### config.mk
export PLATFORM = sky130hd
export DESIGN_NAME = imh_front
export DESIGN_NICKNAME = d
export VERILOG_FILES = /design/src/rtl/core/imh_pkg.sv /design/src/rtl/core/imh_front.sv
export SDC_FILE = /design/constraint.sdc
export NUM_CORES = 1
export LEC_CHECK = 0
export BUFFER_PORTS_ARGS = -buffer_cell sky130_fd_sc_hd__buf_2
export CORE_ASPECT_RATIO = 1.4
export CORE_UTILIZATION = 43
export CTS_CLUSTER_SIZE = 20
export DETAILED_ROUTE_END_ITERATION = 8
export PLACE_DENSITY = 0.66
export SLEW_MARGIN = 0
export SYNTH_ARGS = -nofsm -noshare
export SYNTH_HDL_FRONTEND = slang
export SYNTH_SLANG_ARGS = --single-unit
### constraint.sdc
create_clock -name clk -period 4.82 [get_ports clk]
set_clock_uncertainty 0.05 [all_clocks]
set_input_delay 0.964 -clock clk [delete_from_list [all_inputs] [get_ports clk]]
set_output_delay 0.964 -clock clk [all_outputs]
set_load 0.01 [all_outputs]
### src/rtl/core/imh_pkg.sv
// ============================================================================
// imh_pkg: shared types and constants of the indexed min-heap timer queue
// Transaction types, action codes, status codes and sizes.
// ============================================================================
`default_nettype none

package imh_pkg;

    localparam int CAPACITY  = 64;
    localparam int ID_SPACE  = 256;
    localparam int TIME_BITS = 32;
    localparam int SLOT_W    = $clog2(CAPACITY);
    localparam int CNT_W     = $clog2(CAPACITY + 1);
    localparam int ID_W      = $clog2(ID_SPACE);
    localparam int MAX_POPS  = 64;

    localparam logic [2:0] ACT_ADD    = 3'd0;
    localparam logic [2:0] ACT_REMOVE = 3'd1;
    localparam logic [2:0] ACT_FIRE   = 3'd2;
    localparam logic [2:0] ACT_TICK   = 3'd3;
    localparam logic [2:0] ACT_CLEAR  = 3'd4;

    localparam logic [1:0] ST_OK       = 2'd0;
    localparam logic [1:0] ST_FULL     = 2'd1;
    localparam logic [1:0] ST_NOTFOUND = 2'd2;

    typedef struct packed {
        logic [2:0]  action;
        logic [7:0]  timer_id;
        logic [31:0] expire_time;
        logic [31:0] now;
    } imh_in_t;

    typedef struct packed {
        logic        fired;
        logic [7:0]  fired_id;
        logic [1:0]  status;
        logic [31:0] next_wait;
        logic        queue_empty;
        logic [6:0]  entry_count;
        logic        last;
    } imh_out_t;

    typedef struct packed {
        logic [2:0]  action;
        logic [7:0]  timer_id;
        logic [31:0] expire_time;
        logic [31:0] now;
    } imh_cmd_t;

endpackage

`default_nettype wire

### src/rtl/core/imh_front.sv
// ============================================================================
// imh_front: command intake
// Accepts input transactions into a two-entry queue toward the heap engine.
// ============================================================================
`default_nettype none

module imh_front (
    input  wire logic              clk,
    input  wire logic              rst_n,
    input  wire logic              valid,
    output logic                   stall,
    input  imh_pkg::imh_in_t       data,
    output logic                   cmd_valid,
    input  wire logic              cmd_take,
    output imh_pkg::imh_cmd_t      cmd
);
    import imh_pkg::*;

    imh_cmd_t   q_reg [2];
    logic [1:0] cnt_reg;
    logic       rd_reg;
    logic       push;
    logic       pop;

    assign stall     = (cnt_reg == 2'd2);
    assign push      = valid && !stall;
    assign pop       = cmd_take && (cnt_reg != 2'd0);
    assign cmd_valid = (cnt_reg != 2'd0);
    assign cmd       = q_reg[rd_reg];

    always_ff @(posedge clk)
    begin
        if (push)
        begin
            q_reg[rd_reg ^ cnt_reg[0]].action      <= data.action;
            q_reg[rd_reg ^ cnt_reg[0]].timer_id    <= data.timer_id;
            q_reg[rd_reg ^ cnt_reg[0]].expire_time <= data.expire_time;
            q_reg[rd_reg ^ cnt_reg[0]].now         <= data.now;
        end
    end

    always_ff @(posedge clk or negedge rst_n)
    begin
        if (!rst_n)
        begin
            cnt_reg <= 2'd0;
            rd_reg  <= 1'b0;
        end
        else
        begin
            cnt_reg <= cnt_reg + {1'b0, push} - {1'b0, pop};
            if (pop)
            begin
                rd_reg <= ~rd_reg;
            end
        end
    end

endmodule

`default_nettype wire

==> flow_summary.json <==
{
  "status": "finished clean",
  "cts_setup_buffers": 0,
  "synth_common_cells": "150 x edfxtp_1, 65 x mux2_2, 10 x mux2_4, 6 x buf_2",
  "power_density_nw_per_um2": 633,
  "root_buffer": "clkbuf_16",
  "use_met3": 0.0462,
  "async_flop_share": 0.0196,
  "grt_overflow_total": 0,
  "synth-edff-count": 150,
  "drtPass1Iterations": 4,
  "hold_viol_final": 0,
  "grt_usage": 0.146,
  "grt_pass1_wl_um": 14300,
  "met2_usage": 0.272,
  "synth_most_common_cell": "edfxtp_1",
  "synth_area_per_cell_um2": 22.3,
  "synth_top_cell_by_area": "edfxtp_1",
  "path_class": "flip-flop to primary output",
  "power.leakage_nw": 2.72,
  "fin_tns_setup_ps": 0,
  "drt.antenna.violating_nets": 0,
  "drive_gt1_frac": 0.604,
  "cp-end-kind": "primary output",
  "holdWs_ps": 297,
  "grt_max_degree": 76,
  "crit_required_ps": 3810,
  "postCtsHoldBufs": 0,
  "r2r_slack_ps": 2170,
  "clk_pin_slew_ps": 50,
  "drv_slew": 0,
  "synth.top_cell.area_share": 0.798,
  "grtUsageMet1": 0.142,
  "largest_reg_flops": 150,
  "cts_resized": 0,
  "grt_pass1_vias": 2873,
  "maxCapViolations": 0,
  "synth-seq-area-share": 0.811,
  "ys_ff_latch": 153,
  "clk_latency_ps": 400,
  "synth_cell_types": 18,
  "nNetsFinal": 502,
  "gr-max-usage-layer": "met2",
  "finalSetupViolCount": 0,
  "yosysWarnings": 0,
  "cts.htree.levels": 4,
  "detail_route.wl_per_cell_um": 16.7,
  "fin_crit_ps": 3310,
  "start_kind": "flip-flop",
  "relSlewSlack": 0.269,
  "rsz0062_at_grt": "false",
  "die_w_um": 98.8,
  "cts_made_buffers": 17,
  "multi_input_area_um2": 1020,
  "hpwl_um": 6490,
  "tightest_slew_ps": 1100,
  "nFillCells": 1017,
  "seqCellArea_um2": 4580,
  "place_congestion": 0.718,
  "synthCells": 253,
  "rows": 49,
  "via_per_inst": 4.86,
  "yosys_most_used_dff": "edfxtp_1",
  "cp.arrival_ps": 2300,
  "core_area_um2": 12800,
  "drc": 0,
  "syn_nets": 334,
  "initial_core_util": 0.441,
  "synth_area_leaders": "edfxtp_1 80%, mux2_2 13%, mux2_4 2.7%",
  "dieHeight_um": 138,
  "antenna_found_initial": 1,
  "pin_count": 156,
  "numPortBuffers": 155,
  "worstPathMaxFanout": 59,
  "cts_tree": "yes",
  "clock.fmax_mhz": 302,
  "drtIter0Drc": 121,
  "cts_sinks": 153,
  "synthToLayoutAreaGrowth_pct": 26.8,
  "netlist_area_um2": 5650,
  "dieArea_um2": 13600,
  "hp-class": "input pin to async pin",
  "totalWireLength_um": 9810,
  "clockBufferDepth": 2,
  "num_vias": 2848,
  "vdd_drop_max_mv": 0.313,
  "post-route-period-util": 0.687
}
placed cells by master, fill, tap and decap left out, drive strengths merged:
cell | synthesis | final
nor2b | 2 | 2
clkinvlp | 0 | 1
buf | 9 | 158
nand2b | 1 | 1
nand2 | 1 | 1
bufinv | 0 | 3
xor2 | 1 | 1
mux2 | 75 | 75
diode | 0 | 1
clkbuf | 0 | 19
clkinv | 0 | 7
or3 | 1 | 1
xnor2 | 2 | 2
dfrtp | 3 | 3
ha | 2 | 2
o21a | 2 | 2
or2 | 1 | 1
edfxtp | 150 | 150
inv | 1 | 1
a21boi | 1 | 1
nor3b | 1 | 1
power by group:
| group | internal [mW] | leakage, nW | switching (mW) |
|---|---|---|---|
| Sequential | 1.87 | 1.42 | 0.169 |
| Combinational | 0.605 | 1.02 | 0.626 |
| Clock | 0.799 | 0.273 | 0.463 |
metrics by stage:
| stage | power, mW | std cells | setup WS [ps] | util | area [um2] |
|---|---|---|---|---|---|
| CTS | 4.61 | 585 | 1430 | 0.559 | 7160 |
| finish | 4.53 | 586 | 1510 | 0.559 | 7160 |
| global route | 4.75 | 585 | 1340 | 0.559 | 7160 |
| detailed placement | 3.33 | 555 | 1870 | 0.515 | 6590 |
| global placement | 3.30 | 555 | 1910 | 0.515 | 6590 |
| floorplan | 2.87 | 253 | 1320 | - | 5650 |
path summary, 6_finish.rpt:
path / from / end / depth (start not counted)
worst min register to register: cnt_reg[1] / cnt_reg[1] / 1
worst min-delay path: rst_n / cnt_reg[0] / 1
worst max register to register: rd_reg / q_reg[1][42] / 2
worst max-delay path: rd_reg / cmd[1] / 3
max in group asynchronous: rst_n / rd_reg / 1
min in group clk: cnt_reg[1] / cnt_reg[1] / 1
cells by family after synthesis:
logic type                 Yosys count  synth area share
adders and majority gates            2           0.00443
buffers and inverters               10            0.0120
and+or+nand+nor                      7           0.00754
DFF                                153             0.811
xor gates and xnor gates             3           0.00466
AOI/OAI and AO/OA                    3           0.00399
muxes                               75             0.156
per-layer routing:
metal / up-vias / part of all wire
li1: 1345 / -
met4: 2 / 0.021
met5: - / 0.0017
met2: 91 / 0.57
met3: 17 / 0.049
met1: 1393 / 0.35
worst max-delay path: stages (launching register included):
cell     delay [ps]
dfrtp_4         930
buf_4           450
mux2_2          380
buf_2           140
area by class of cell:
| cell class | instances | area share |
|---|---|---|
| multi-input cells | 90 | 0.142 |
| flip-flops and latches | 153 | 0.640 |
| well taps | 153 | 0.0267 |
| clock buffers | 19 | 0.0605 |
| repair buffers | 158 | 0.111 |
| inverters | 1 | 0.000524 |
| diodes | 1 | 0.000349 |
| clock inverters | 11 | 0.0183 |
No activity file was read; power rests on OpenSTA's default activity.
